[src/gbf_pkg.sv]
// ----------------------------------------------------------------------------
// gbf_pkg: shared types and constants of the Gaussian broadening FIR
// Register indexes, reset values, request codes, sequencer states and the
// operation codes of the shared multiply-accumulate unit.
// ----------------------------------------------------------------------------
package gbf_pkg;

    // Register and field widths fixed by the programming model
    localparam int HW_W      = 6;
    localparam int SCALE_W   = 20;
    localparam int THR_W     = 15;
    localparam int CFG_W     = 20;
    localparam int CFG_IDX_W = 2;
    localparam int WIDX_W    = 6;
    localparam int WVAL_W    = 16;

    // Scaling works on the accumulator in chunks of this many bits
    localparam int CHUNK_W   = 16;
    // Q1.15 weight times Q4.16 scale leaves this many fraction bits
    localparam int FRAC_BITS = 31;
    // Drain count set on each tap issue and run down before scaling starts
    localparam logic [1:0] TAP_DRAIN = 2'd2;

    // Register indexes
    localparam logic [CFG_IDX_W-1:0] REG_HALF_WIDTH     = 2'd0;
    localparam logic [CFG_IDX_W-1:0] REG_OUTPUT_SCALE   = 2'd1;
    localparam logic [CFG_IDX_W-1:0] REG_SKIP_THRESHOLD = 2'd2;

    // Register reset values
    localparam logic [HW_W-1:0]    HALF_WIDTH_RST   = 6'd4;
    localparam logic [SCALE_W-1:0] OUTPUT_SCALE_RST = 20'd26145;
    localparam logic [THR_W-1:0]   SKIP_THRESH_RST  = 15'd0;

    // Request codes
    localparam logic REQ_LOAD   = 1'b0;
    localparam logic REQ_SAMPLE = 1'b1;

    typedef enum logic [2:0] {
        ST_IDLE,
        ST_TAP,
        ST_TAP_WAIT,
        ST_SCALE,
        ST_SCALE_WAIT,
        ST_ROUND
    } seq_state_t;

    typedef enum logic [1:0] {
        MAC_LOAD,
        MAC_ADD,
        MAC_SHADD
    } mac_op_t;

    typedef struct packed {
        logic    en;
        mac_op_t op;
    } mac_ctl_t;

endpackage

[src/gbf_store.sv]
// ----------------------------------------------------------------------------
// gbf_store: kernel weight table and circular sample window
// Both memories take one write and one registered read per cycle. The window
// pointer marks the newest sample; older samples sit at decreasing addresses.
// ----------------------------------------------------------------------------
module gbf_store
    import gbf_pkg::*;
#(
    parameter int MAX_HALF_WIDTH = 32,
    parameter int SAMPLE_BITS    = 16
)
(
    input  logic                                   clk,
    input  logic                                   rst_n,
    input  logic                                   wt_we,
    input  logic [$clog2(MAX_HALF_WIDTH+1)-1:0]    wt_waddr,
    input  logic [WVAL_W-1:0]                      wt_wdata,
    input  logic                                   win_we,
    input  logic signed [SAMPLE_BITS-1:0]          win_wdata,
    input  logic [$clog2(2*MAX_HALF_WIDTH)-1:0]    win_raddr,
    input  logic [$clog2(MAX_HALF_WIDTH+1)-1:0]    wt_raddr,
    output logic signed [SAMPLE_BITS-1:0]          win_rdata,
    output logic [WVAL_W-1:0]                      wt_rdata,
    output logic [$clog2(2*MAX_HALF_WIDTH)-1:0]    head
);

    localparam int WIN_DEPTH = 2 * MAX_HALF_WIDTH;
    localparam int WT_DEPTH  = MAX_HALF_WIDTH + 1;
    localparam int PTR_W     = $clog2(WIN_DEPTH);

    logic signed [SAMPLE_BITS-1:0] win_mem [WIN_DEPTH];
    logic [WVAL_W-1:0]             wt_mem  [WT_DEPTH];
    logic [PTR_W-1:0]              head_reg;
    logic [PTR_W-1:0]              head_next;
    logic signed [SAMPLE_BITS-1:0] win_rdata_reg;
    logic [WVAL_W-1:0]             wt_rdata_reg;

    // Advance the newest-sample pointer with wrap
    always_comb
    begin
        if (head_reg == PTR_W'(WIN_DEPTH - 1))
        begin
            head_next = '0;
        end
        else
        begin
            head_next = head_reg + PTR_W'(1);
        end
    end

    always_ff @(posedge clk or negedge rst_n)
    begin
        if (!rst_n)
        begin
            head_reg <= PTR_W'(WIN_DEPTH - 1);
        end
        else if (win_we)
        begin
            head_reg <= head_next;
        end
    end

    // Window memory: write the new sample, read one tap per cycle
    always_ff @(posedge clk)
    begin
        if (win_we)
        begin
            win_mem[head_next] <= win_wdata;
        end
        win_rdata_reg <= win_mem[win_raddr];
    end

    // Weight memory: load one weight, read one weight per cycle
    always_ff @(posedge clk)
    begin
        if (wt_we)
        begin
            wt_mem[wt_waddr] <= wt_wdata;
        end
        wt_rdata_reg <= wt_mem[wt_raddr];
    end

    assign win_rdata = win_rdata_reg;
    assign wt_rdata  = wt_rdata_reg;
    assign head      = head_reg;

endmodule

[src/gbf_mac.sv]
// ----------------------------------------------------------------------------
// gbf_mac: shared multiply-accumulate unit
// One registered signed multiplier feeding an accumulator that can load,
// add, or shift by one chunk and add. Taps and output scaling both use it.
// ----------------------------------------------------------------------------
module gbf_mac
    import gbf_pkg::*;
#(
    parameter int A_W = 17,
    parameter int B_W = 21,
    parameter int P_W = 69
)
(
    input  logic                  clk,
    input  logic                  rst_n,
    input  mac_ctl_t              ctl,
    input  logic signed [A_W-1:0] a,
    input  logic signed [B_W-1:0] b,
    output logic signed [P_W-1:0] acc
);

    logic signed [A_W+B_W-1:0] prod_reg;
    mac_op_t                   op_reg;
    logic                      en_reg;
    logic signed [P_W-1:0]     prod_ext;
    logic signed [P_W-1:0]     acc_reg;
    logic signed [P_W-1:0]     acc_next;

    // Multiply stage
    always_ff @(posedge clk or negedge rst_n)
    begin
        if (!rst_n)
        begin
            en_reg <= 1'b0;
        end
        else
        begin
            en_reg <= ctl.en;
        end
    end

    always_ff @(posedge clk)
    begin
        prod_reg <= a * b;
        op_reg   <= ctl.op;
    end

    assign prod_ext = P_W'(prod_reg);

    // Accumulate stage
    always_comb
    begin
        acc_next = acc_reg;
        if (en_reg)
        begin
            case (op_reg)
                MAC_LOAD:  acc_next = prod_ext;
                MAC_ADD:   acc_next = acc_reg + prod_ext;
                MAC_SHADD: acc_next = (acc_reg <<< CHUNK_W) + prod_ext;
                default:   acc_next = acc_reg;
            endcase
        end
    end

    always_ff @(posedge clk)
    begin
        acc_reg <= acc_next;
    end

    assign acc = acc_reg;

endmodule

[src/gbf_seq.sv]
// ----------------------------------------------------------------------------
// gbf_seq: output sequencer
// For each pending output walks the taps through the shared unit, then
// scales the sum chunk by chunk, rounds, saturates and hands the result on.
// ----------------------------------------------------------------------------
module gbf_seq
    import gbf_pkg::*;
#(
    parameter int MAX_HALF_WIDTH = 32,
    parameter int SAMPLE_BITS    = 16,
    parameter int MUL_A_W        = 17,
    parameter int MUL_B_W        = 21,
    parameter int PROD_W         = 69
)
(
    input  logic                                   clk,
    input  logic                                   rst_n,
    input  logic                                   start,
    input  logic [$clog2(MAX_HALF_WIDTH+1)-1:0]    start_range,
    input  logic [$clog2(2*MAX_HALF_WIDTH+1)-1:0]  start_n,
    input  logic                                   start_end,
    input  logic [SCALE_W-1:0]                     scale,
    input  logic [$clog2(2*MAX_HALF_WIDTH)-1:0]    head,
    output logic [$clog2(2*MAX_HALF_WIDTH)-1:0]    win_raddr,
    output logic [$clog2(MAX_HALF_WIDTH+1)-1:0]    wt_raddr,
    input  logic signed [SAMPLE_BITS-1:0]          win_rdata,
    input  logic [WVAL_W-1:0]                      wt_rdata,
    output mac_ctl_t                               mac_ctl,
    output logic signed [MUL_A_W-1:0]              mac_a,
    output logic signed [MUL_B_W-1:0]              mac_b,
    input  logic signed [PROD_W-1:0]               mac_acc,
    input  logic                                   out_busy,
    output logic                                   res_push,
    output logic signed [SAMPLE_BITS-1:0]          res_value,
    output logic                                   res_last,
    output logic                                   busy
);

    localparam int WIN_DEPTH = 2 * MAX_HALF_WIDTH;
    localparam int PTR_W     = $clog2(WIN_DEPTH);
    localparam int K_W       = PTR_W;
    localparam int CNT_W     = $clog2(WIN_DEPTH + 1);
    localparam int RNG_W     = $clog2(MAX_HALF_WIDTH + 1);
    localparam int HOLD_W    = PROD_W - MUL_B_W;
    localparam int NCH       = HOLD_W / CHUNK_W;
    localparam int CH_W      = (NCH > 1) ? $clog2(NCH) : 1;
    localparam int R_W       = PROD_W - FRAC_BITS;

    localparam logic signed [PROD_W-1:0] RND_ADD = PROD_W'(1) << (FRAC_BITS - 1);
    localparam logic signed [R_W-1:0]    SAT_MAX =
        R_W'((64'd1 << (SAMPLE_BITS - 1)) - 64'd1);
    localparam logic signed [R_W-1:0]    SAT_MIN = ~SAT_MAX;

    seq_state_t          state_reg, state_next;
    logic [RNG_W-1:0]    d_reg, d_next;
    logic [RNG_W-1:0]    range_reg, range_next;
    logic [CNT_W-1:0]    n_reg, n_next;
    logic                main_reg, main_next;
    logic                end_reg, end_next;
    logic [K_W-1:0]      k_reg, k_next;
    logic [PTR_W-1:0]    addr_reg, addr_next;
    logic [1:0]          wait_reg, wait_next;
    logic [CH_W-1:0]     ch_reg, ch_next;
    logic [HOLD_W-1:0]   hold_reg, hold_next;
    logic                tap_v_reg;
    logic                tap_ok_reg;
    logic                tap_first_reg;

    logic                kend_hit;
    logic                tap_ok;
    logic [K_W:0]        dist_w;
    logic [PTR_W-1:0]    addr_dec;
    logic [PTR_W-1:0]    head_inc;
    logic                start_main;
    logic [RNG_W-1:0]    start_flush_d;
    logic                more_out;
    logic [CHUNK_W-1:0]  chunk;
    logic signed [PROD_W-1:0] rnd_sum;
    logic signed [R_W-1:0]    round_r;

    // Tap bookkeeping
    assign kend_hit = ((K_W+1)'(k_reg) ==
                       (K_W+1)'(d_reg) + (K_W+1)'(range_reg) - (K_W+1)'(1));
    assign tap_ok   = (CNT_W'(k_reg) <= n_reg);

    always_comb
    begin
        if ((K_W+1)'(k_reg) <= (K_W+1)'(d_reg))
        begin
            dist_w = (K_W+1)'(d_reg) - (K_W+1)'(k_reg);
        end
        else
        begin
            dist_w = (K_W+1)'(k_reg) - (K_W+1)'(d_reg);
        end
    end

    assign addr_dec = (addr_reg == '0) ? PTR_W'(WIN_DEPTH - 1) : addr_reg - PTR_W'(1);
    assign head_inc = (head == PTR_W'(WIN_DEPTH - 1)) ? '0 : head + PTR_W'(1);

    // Decide which outputs a new sample releases
    assign start_main = (32'(start_n) >= 32'(start_range));

    always_comb
    begin
        if (32'(start_n) < 32'(start_range) - 32'd1)
        begin
            start_flush_d = RNG_W'(start_n);
        end
        else
        begin
            start_flush_d = start_range - RNG_W'(1);
        end
    end

    assign more_out = (main_reg && end_reg) || (!main_reg && (d_reg != '0));

    // Next state
    always_comb
    begin
        state_next = state_reg;
        unique case (state_reg)
            ST_IDLE:
            begin
                if (start && (start_main || start_end))
                begin
                    state_next = ST_TAP;
                end
            end
            ST_TAP:
            begin
                if (kend_hit)
                begin
                    state_next = ST_TAP_WAIT;
                end
            end
            ST_TAP_WAIT:
            begin
                if (wait_reg == '0)
                begin
                    state_next = ST_SCALE;
                end
            end
            ST_SCALE:
            begin
                if (ch_reg == '0)
                begin
                    state_next = ST_SCALE_WAIT;
                end
            end
            ST_SCALE_WAIT:
            begin
                state_next = ST_ROUND;
            end
            ST_ROUND:
            begin
                if (!out_busy)
                begin
                    state_next = more_out ? ST_TAP : ST_IDLE;
                end
            end
            default:
            begin
                state_next = ST_IDLE;
            end
        endcase
    end

    // Datapath next values
    always_comb
    begin
        d_next     = d_reg;
        range_next = range_reg;
        n_next     = n_reg;
        main_next  = main_reg;
        end_next   = end_reg;
        k_next     = k_reg;
        addr_next  = addr_reg;
        wait_next  = wait_reg;
        ch_next    = ch_reg;
        hold_next  = hold_reg;
        case (state_reg)
            ST_IDLE:
            begin
                if (start)
                begin
                    range_next = start_range;
                    n_next     = start_n;
                    end_next   = start_end;
                    main_next  = start_main;
                    d_next     = start_main ? start_range : start_flush_d;
                    k_next     = '0;
                    addr_next  = head_inc;
                end
            end
            ST_TAP:
            begin
                k_next    = k_reg + K_W'(1);
                addr_next = addr_dec;
                wait_next = TAP_DRAIN;
            end
            ST_TAP_WAIT:
            begin
                wait_next = wait_reg - 2'd1;
                if (wait_reg == '0)
                begin
                    hold_next = mac_acc[HOLD_W-1:0];
                    ch_next   = CH_W'(NCH - 1);
                end
            end
            ST_SCALE:
            begin
                hold_next = hold_reg << CHUNK_W;
                ch_next   = ch_reg - CH_W'(1);
            end
            ST_ROUND:
            begin
                if (!out_busy)
                begin
                    k_next    = '0;
                    addr_next = head;
                    main_next = 1'b0;
                    if (main_reg)
                    begin
                        d_next = range_reg - RNG_W'(1);
                    end
                    else
                    begin
                        d_next = d_reg - RNG_W'(1);
                    end
                end
            end
            default:
            begin
                d_next = d_reg;
            end
        endcase
    end

    always_ff @(posedge clk or negedge rst_n)
    begin
        if (!rst_n)
        begin
            state_reg <= ST_IDLE;
            tap_v_reg <= 1'b0;
        end
        else
        begin
            state_reg <= state_next;
            tap_v_reg <= (state_reg == ST_TAP);
        end
    end

    always_ff @(posedge clk)
    begin
        d_reg         <= d_next;
        range_reg     <= range_next;
        n_reg         <= n_next;
        main_reg      <= main_next;
        end_reg       <= end_next;
        k_reg         <= k_next;
        addr_reg      <= addr_next;
        wait_reg      <= wait_next;
        ch_reg        <= ch_next;
        hold_reg      <= hold_next;
        tap_ok_reg    <= tap_ok;
        tap_first_reg <= (k_reg == '0);
    end

    // Round half up and saturate
    assign rnd_sum = mac_acc + RND_ADD;
    assign round_r = rnd_sum[PROD_W-1:FRAC_BITS];
    assign chunk   = hold_reg[HOLD_W-1 -: CHUNK_W];

    // Outputs: memory addresses, shared unit operands, result hand-off
    always_comb
    begin
        win_raddr = addr_reg;
        wt_raddr  = RNG_W'(dist_w);
        busy      = (state_reg != ST_IDLE);
        res_push  = (state_reg == ST_ROUND) && !out_busy;
        res_last  = !main_reg && (d_reg == '0);

        if (round_r > SAT_MAX)
        begin
            res_value = SAMPLE_BITS'(SAT_MAX);
        end
        else if (round_r < SAT_MIN)
        begin
            res_value = SAMPLE_BITS'(SAT_MIN);
        end
        else
        begin
            res_value = SAMPLE_BITS'(round_r);
        end

        if (state_reg == ST_SCALE)
        begin
            mac_ctl.en = 1'b1;
            mac_b      = MUL_B_W'(scale);
            if (ch_reg == CH_W'(NCH - 1))
            begin
                mac_ctl.op = MAC_LOAD;
                mac_a      = MUL_A_W'($signed(chunk));
            end
            else
            begin
                mac_ctl.op = MAC_SHADD;
                mac_a      = MUL_A_W'(chunk);
            end
        end
        else
        begin
            mac_ctl.en = tap_v_reg;
            mac_ctl.op = tap_first_reg ? MAC_LOAD : MAC_ADD;
            mac_a      = tap_ok_reg ? MUL_A_W'(win_rdata) : '0;
            mac_b      = MUL_B_W'(wt_rdata);
        end
    end

endmodule

[src/gaussian_broadening_fir_core.sv]
// ----------------------------------------------------------------------------
// gaussian_broadening_fir_core: truncated Gaussian smoothing FIR over blocks
// Load requests fill the kernel weight table; sample requests enter the
// window and release zero or more broadened output samples.
// ----------------------------------------------------------------------------
// Usage:
//   Input channel (in_valid / in_stall): req_type selects a weight load or a
//   sample. A load produces nothing. A sample is accepted only while the
//   block is idle; in_stall stays high until every output that sample
//   releases has been computed and handed to the output register.
//   Each output walks (d + range) taps through the shared multiply-
//   accumulate unit, where d is its distance from the newest sample (up to
//   range) and range is the effective half width, then drains, scales in
//   chunks (NCH = 3 chunks at default sizes) and rounds.
//   Output channel (out_valid / out_stall): one output register. While the
//   receiver stalls, a computed result waits in the sequencer and the
//   input stays stalled. The next sample can be accepted while the last
//   result still sits in the output register.
//   Reset clears the registers to their defaults, empties the block and the
//   output register. The weight table holds no defined values until loaded.
//   Configuration writes are taken at any cycle; write them while idle.
// ----------------------------------------------------------------------------
module gaussian_broadening_fir_core
    import gbf_pkg::*;
#(
    parameter int MAX_HALF_WIDTH = 32,
    parameter int SAMPLE_BITS    = 16
)
(
    input  logic                          clk,
    input  logic                          rst_n,
    input  logic                          cfg_we,
    input  logic [CFG_IDX_W-1:0]          cfg_index,
    input  logic [CFG_W-1:0]              cfg_data,
    input  logic                          in_valid,
    output logic                          in_stall,
    input  logic                          req_type,
    input  logic [WIDX_W-1:0]             weight_index,
    input  logic [WVAL_W-1:0]             weight_value,
    input  logic signed [SAMPLE_BITS-1:0] sample,
    input  logic                          block_end,
    output logic                          out_valid,
    input  logic                          out_stall,
    output logic signed [SAMPLE_BITS-1:0] smoothed,
    output logic                          last_out
);

    localparam int WIN_DEPTH = 2 * MAX_HALF_WIDTH;
    localparam int PTR_W     = $clog2(WIN_DEPTH);
    localparam int CNT_W     = $clog2(WIN_DEPTH + 1);
    localparam int RNG_W     = $clog2(MAX_HALF_WIDTH + 1);
    localparam int ACC_W     = SAMPLE_BITS + WVAL_W + $clog2(WIN_DEPTH);
    localparam int NCH       = (ACC_W + CHUNK_W - 1) / CHUNK_W;
    localparam int MUL_A_W   = (SAMPLE_BITS > CHUNK_W + 1) ? SAMPLE_BITS : CHUNK_W + 1;
    localparam int MUL_B_W   = SCALE_W + 1;
    localparam int PROD_W    = NCH * CHUNK_W + MUL_B_W;

    logic [HW_W-1:0]               half_width_reg;
    logic [SCALE_W-1:0]            output_scale_reg;
    logic [THR_W-1:0]              skip_threshold_reg;
    logic [CNT_W-1:0]              samples_seen_reg;
    logic                          out_valid_reg;
    logic signed [SAMPLE_BITS-1:0] smoothed_reg;
    logic                          last_out_reg;

    logic                          in_accept;
    logic                          sample_accept;
    logic                          wt_we;
    logic [SAMPLE_BITS-1:0]        sample_mag;
    logic signed [SAMPLE_BITS-1:0] sample_kept;
    logic [RNG_W-1:0]              range_eff;
    logic                          seq_busy;
    logic                          out_busy;
    logic [PTR_W-1:0]              head;
    logic [PTR_W-1:0]              win_raddr;
    logic [RNG_W-1:0]              wt_raddr;
    logic signed [SAMPLE_BITS-1:0] win_rdata;
    logic [WVAL_W-1:0]             wt_rdata;
    mac_ctl_t                      mac_ctl;
    logic signed [MUL_A_W-1:0]     mac_a;
    logic signed [MUL_B_W-1:0]     mac_b;
    logic signed [PROD_W-1:0]      mac_acc;
    logic                          res_push;
    logic signed [SAMPLE_BITS-1:0] res_value;
    logic                          res_last;

    // Configuration registers
    always_ff @(posedge clk or negedge rst_n)
    begin
        if (!rst_n)
        begin
            half_width_reg     <= HALF_WIDTH_RST;
            output_scale_reg   <= OUTPUT_SCALE_RST;
            skip_threshold_reg <= SKIP_THRESH_RST;
        end
        else if (cfg_we)
        begin
            unique case (cfg_index)
                REG_HALF_WIDTH:     half_width_reg     <= cfg_data[HW_W-1:0];
                REG_OUTPUT_SCALE:   output_scale_reg   <= cfg_data[SCALE_W-1:0];
                REG_SKIP_THRESHOLD: skip_threshold_reg <= cfg_data[THR_W-1:0];
                default:            half_width_reg     <= half_width_reg;
            endcase
        end
    end

    // Clamp the half width to the supported reach
    always_comb
    begin
        if (half_width_reg == '0)
        begin
            range_eff = RNG_W'(1);
        end
        else if (32'(half_width_reg) > 32'(MAX_HALF_WIDTH))
        begin
            range_eff = RNG_W'(MAX_HALF_WIDTH);
        end
        else
        begin
            range_eff = RNG_W'(half_width_reg);
        end
    end

    // Request decode
    assign in_stall      = seq_busy;
    assign in_accept     = in_valid && !in_stall;
    assign sample_accept = in_accept && (req_type == REQ_SAMPLE);
    assign wt_we         = in_accept && (req_type == REQ_LOAD) &&
                           (32'(weight_index) <= 32'(MAX_HALF_WIDTH));

    // Zero samples whose magnitude is below the threshold
    assign sample_mag  = sample[SAMPLE_BITS-1] ? (~sample + SAMPLE_BITS'(1)) : sample;
    assign sample_kept = (32'(sample_mag) < 32'(skip_threshold_reg)) ? '0 : sample;

    // Count samples of the current block, saturating at the window depth; a block-end sample clears it
    always_ff @(posedge clk or negedge rst_n)
    begin
        if (!rst_n)
        begin
            samples_seen_reg <= '0;
        end
        else if (sample_accept)
        begin
            if (block_end)
            begin
                samples_seen_reg <= '0;
            end
            else if (samples_seen_reg < CNT_W'(WIN_DEPTH))
            begin
                samples_seen_reg <= samples_seen_reg + CNT_W'(1);
            end
        end
    end

    gbf_store #(
        .MAX_HALF_WIDTH (MAX_HALF_WIDTH),
        .SAMPLE_BITS    (SAMPLE_BITS)
    ) u_store (
        .clk       (clk),
        .rst_n     (rst_n),
        .wt_we     (wt_we),
        .wt_waddr  (RNG_W'(weight_index)),
        .wt_wdata  (weight_value),
        .win_we    (sample_accept),
        .win_wdata (sample_kept),
        .win_raddr (win_raddr),
        .wt_raddr  (wt_raddr),
        .win_rdata (win_rdata),
        .wt_rdata  (wt_rdata),
        .head      (head)
    );

    gbf_mac #(
        .A_W (MUL_A_W),
        .B_W (MUL_B_W),
        .P_W (PROD_W)
    ) u_mac (
        .clk   (clk),
        .rst_n (rst_n),
        .ctl   (mac_ctl),
        .a     (mac_a),
        .b     (mac_b),
        .acc   (mac_acc)
    );

    gbf_seq #(
        .MAX_HALF_WIDTH (MAX_HALF_WIDTH),
        .SAMPLE_BITS    (SAMPLE_BITS),
        .MUL_A_W        (MUL_A_W),
        .MUL_B_W        (MUL_B_W),
        .PROD_W         (PROD_W)
    ) u_seq (
        .clk         (clk),
        .rst_n       (rst_n),
        .start       (sample_accept),
        .start_range (range_eff),
        .start_n     (samples_seen_reg),
        .start_end   (block_end),
        .scale       (output_scale_reg),
        .head        (head),
        .win_raddr   (win_raddr),
        .wt_raddr    (wt_raddr),
        .win_rdata   (win_rdata),
        .wt_rdata    (wt_rdata),
        .mac_ctl     (mac_ctl),
        .mac_a       (mac_a),
        .mac_b       (mac_b),
        .mac_acc     (mac_acc),
        .out_busy    (out_busy),
        .res_push    (res_push),
        .res_value   (res_value),
        .res_last    (res_last),
        .busy        (seq_busy)
    );

    // Output register: load a result, release it when the receiver takes it
    assign out_busy = out_valid_reg && out_stall;

    always_ff @(posedge clk or negedge rst_n)
    begin
        if (!rst_n)
        begin
            out_valid_reg <= 1'b0;
        end
        else if (res_push)
        begin
            out_valid_reg <= 1'b1;
        end
        else if (!out_stall)
        begin
            out_valid_reg <= 1'b0;
        end
    end

    always_ff @(posedge clk)
    begin
        if (res_push)
        begin
            smoothed_reg <= res_value;
            last_out_reg <= res_last;
        end
    end

    assign out_valid = out_valid_reg;
    assign smoothed  = smoothed_reg;
    assign last_out  = last_out_reg;

`ifndef SYNTHESIS
    // A new result never lands on a result the receiver has not taken
    a_no_overwrite: assert property (@(posedge clk) disable iff (!rst_n)
        res_push |-> !(out_valid_reg && out_stall))
        else $error("result pushed into a held output register");

    // A weight load starts no output work
    a_load_idle: assert property (@(posedge clk) disable iff (!rst_n)
        (in_accept && (req_type == REQ_LOAD)) |=> !seq_busy)
        else $error("weight load started the sequencer");

    // The block sample count saturates at the window depth
    a_seen_bound: assert property (@(posedge clk) disable iff (!rst_n)
        samples_seen_reg <= CNT_W'(WIN_DEPTH))
        else $error("sample count beyond window depth");
`endif

endmodule
[config.mk]
export PLATFORM = sky130hd
export DESIGN_NAME = gaussian_broadening_fir_core
export DESIGN_NICKNAME = d
export VERILOG_FILES = /design/src/gbf_pkg.sv /design/src/gbf_store.sv /design/src/gbf_mac.sv /design/src/gbf_seq.sv /design/src/gaussian_broadening_fir_core.sv
export SDC_FILE = /design/constraint.sdc
export NUM_CORES = 2
export LEC_CHECK = 0
export BUFFER_PORTS_ARGS = -buffer_cell sky130_fd_sc_hd__clkbuf_2
export CAP_MARGIN = 20
export CORE_MARGIN = 8
export CORE_UTILIZATION = 31
export CTS_CLUSTER_SIZE = 20
export DETAILED_ROUTE_END_ITERATION = 10
export PLACE_DENSITY_LB_ADDON = 0.15
export SETUP_SLACK_MARGIN = 0.05
export SYNTH_ARGS = -nofsm -noshare
export SYNTH_HDL_FRONTEND = slang
export SYNTH_HIERARCHICAL = 1
export SYNTH_SLANG_ARGS = --single-unit
[constraint.sdc]
create_clock -name clk -period 10 [get_ports clk]
set_input_delay 0 -clock clk [delete_from_list [all_inputs] [get_ports clk]]
set_output_delay 0 -clock clk [all_outputs]
set_load 0.05 [all_outputs]
==> metrics.csv <==
stage;metric;value;unit
timing;Slew @ Worst Pin;1.09;ns
timing;Layout Skew;0.103;ns
floorplanning;Die ar.;0.324;mm²
timing;Slew headroom;0.262;
routing;vias per inst;5.08;
cells_and_area;commonest non-fill, non-tap cell in the layout;edfxtp_1;
floorplanning;I/O pin count;86;
cells_and_area;P&R area growth vs syn;13.7;%
clock_network;CTS Buf Count;212;
routing;DRC Markers;0;
clock_network;Sink Count;1857;
synthesis;Mapped Nets;7278;
clock_network;hold buffers post-CTS;73;
cells_and_area;commonest cells after routing, fill and taps aside;1,723 x edfxtp_1, 607 x nand2_1, 551 x inv_1, 361 x fa_1, 356 x mux4_2;
clock_network;CTS Buffer Depth;4;
grt;pin count of the biggest net entering global routing;108;
cells_and_area;Total Nets Final;7506;
timing;Tcrit/Tclk final;0.859;
grt;global-route wire length before repair;408000;µm
placement;DP HPWL;185000;µm
synthesis;ranking of synthesized cells by area;edfxtp_1 55%, mux4_2 8.4%, fa_1 7.6%;
timing;FMAX;0.116;GHz
worst_setup_path;reg2reg start;u_seq/state_reg[2];
clock_network;CTS tree;yes;
timing;final hold vios;0;
clock_network;Clock Latency Late Sink;0.91;ns
routing;Routed Antenna Nets;0;
grt;initial antenna violation count;15;
synthesis;Post-Syn Area per Cell;14.4;µm²
routing;routed wire length;280000;µm
synthesis;share of the synthesized area in the top cell type;0.545;
placement;RD Place Congestion;0.862;
worst_setup_path;startpoint class of the critical path;flop;
synthesis;post-synthesis sequential area ratio;0.577;
grt;GRT Util Overall;0.168;
clock_network;CTS Root Cell;clkbuf_16;
cells_and_area;multi-input combinational cell area;0.0366;mm²
worst_setup_path;WP data arrival;9.28;ns
floorplanning;Die W;569;µm
floorplanning;Starting Density;0.311;
cells_and_area;share of cells above drive strength 1;0.155;
cells_and_area;Largest register FFs;1024;
synthesis;synthesized instance count;6581;
timing;RSZ-0062 raised after global routing;no;
placement;I/O Buffers;85;
worst_setup_path;beginning of the critical path;u_seq/state_reg[2];
clock_network;postcts setup bufs;0;
synthesis;post-synth cell types;119;
synthesis;area leader, netlist;edfxtp_1;
worst_setup_path;Max FO, Critical Path;58;
floorplanning;core area;0.305;mm²
worst_setup_path;crit path kind;flop to flop;
synthesis;asr flop ratio synth;0.0323;
run_status;status;completed;
worst_setup_path;CP required;10.69;ns
cells_and_area;# fillers;29600;
timing;# setup viols final;0;
clock_network;H-tree depth;4;
worst_setup_path;Reg2Reg Setup Slack;1.41;ns
worst_setup_path;Reg2Reg Depth;27;
flow_run;max-cap violations;0;
synthesis;Synth Flop Type;edfxtp_1;
synthesis;Post-synth EDFFs;1723;
synthesis;synth warn;6;
timing;setup TNS;0;ns
synthesis;Mapped Area;0.0949;mm²
routing;detailed-route wire length per cell;25.2;µm
worst_setup_path;CP Capture Type;flop;
timing;post-layout min period;8.59;ns
routing;Iter 0 DRT Violations;4359;
timing;max-slew violations;0;
clock_network;Clock transition at path regs;0.06;ns
routing;Pre-Repair DR Iteration Count;6;
grt;GRT overflow;0;
clock_network;CTS resizes;0;
floorplanning;Die Ht;569;µm
cells_and_area;FF+latch area;0.0547;mm²
synthesis;#FFs+latches synth;1857;
worst_setup_path;RR Endpoint;u_mac/prod_reg[37];
routing;total number of vias;56400;
worst_setup_path;Critical Path End;u_mac/prod_reg[37];
grt;vias in the first global route;58200;
floorplanning;Rows;203;
min_path;Hold WC Path Type;input pin to flop;
## worst max-delay path, cell delays in order, from the launching register on
cell and delay [ns]:
dfrtp_1 0.59, nor2b_1 0.10, buf_4 0.18, nand2_4 0.25
buf_4 0.55, nand3_1 0.15, nand2_1 0.77, nand2_1 0.21
fa_1 0.59, inv_1 0.05, fa_1 0.47, fa_1 0.54
fa_1 0.53, fa_1 0.57, inv_1 0.07, fa_1 0.53
inv_1 0.04, ha_1 0.38, nand3_1 0.13, nor2_1 0.16
nand3_1 0.10, o21a_1 0.20, nand2b_1 0.20, o31a_1 0.31
o31ai_1 0.44, nor2_1 0.09, o21bai_1 0.16, xnor2_1 0.08
## metrics by stage
step	util	setup slack, ns	hold slack [ns]	std cells	cell area, µm²
finish	0.354	1.41	0.0626	11100	108000
CTS	0.353	1.44	0.00132	11100	108000
floorplan	-	2.79	-0.296	6581	94900
detailed placement	0.329	1.45	0.189	10600	100000
global placement	0.329	1.54	0.177	10600	100000
global route	0.353	0.952	0.0347	11100	108000
## cell families (layout without fill, tap and decap cells)
kind of cell    count (synthesis)  in the layout  synth area share
flops                        1857           1857             0.577
simple gates                 1494           1494            0.0763
compound gates               1011           1011            0.0706
buf+inv                       874           1281            0.0403
fa+ha+maj                     630            630             0.112
mux                           494            494             0.104
xor+xnor                      220            220            0.0203
other cells                     1             19         0.0000395
## per-layer routing
layer / vias up / GRT usage / share of wire
met4: 4 / 0.0499 / 0.030
met5: - / 0 / 0.000089
met3: 348 / 0.0209 / 0.045
met1: 29600 / 0.233 / 0.45
met2: 1373 / 0.278 / 0.48
li1: 25000 / - / -
## area by class of cell
type / count / share of cell area
Clock buffer: 270 / 0.0521
Sequential cell: 1857 / 0.507
Inverter: 553 / 0.0193
Timing Repair Buffer: 335 / 0.0242
Tap cell: 4100 / 0.0475
Antenna cell: 18 / 0.000417
Clock inverter: 123 / 0.00988
Multi-Input combinational cell: 3850 / 0.339
## synthesized netlist by cell type, types with 55 or more instances
cell / count
o22ai_1: 88
o21ai_0: 171
a21oi_1: 243
clkbuf_1: 170
inv_1: 552
buf_2: 69
xnor2_1: 150
and2_1: 178
xor2_1: 70
ha_1: 269
dfxtp_1: 74
mux4_2: 356
nand3_1: 100
nor2_1: 258
a21o_1: 55
a22oi_1: 65
fa_1: 361
nand2_1: 608
edfxtp_1: 1723
## worst min path at each step
stage | end | cells past startpoint | slack [ns] | from
2_1_floorplan | half_width_reg[0] | 0 | -0.30 | rst_n
3_3_place_gp | output_scale_reg[16] | 1 | 0.18 | rst_n
3_5_place_dp | output_scale_reg[16] | 1 | 0.19 | rst_n
4_1_cts | skip_threshold_reg[1] | 3 | 0.001 | cfg_data[1]
5_1_grt | skip_threshold_reg[0] | 3 | 0.03 | cfg_data[0]
6_report | skip_threshold_reg[0] | 3 | 0.06 | cfg_data[0]
Power is left out: the tool's default activity adds up to more than one toggle a clock period on the data nets, which glitch-free logic cannot reach.
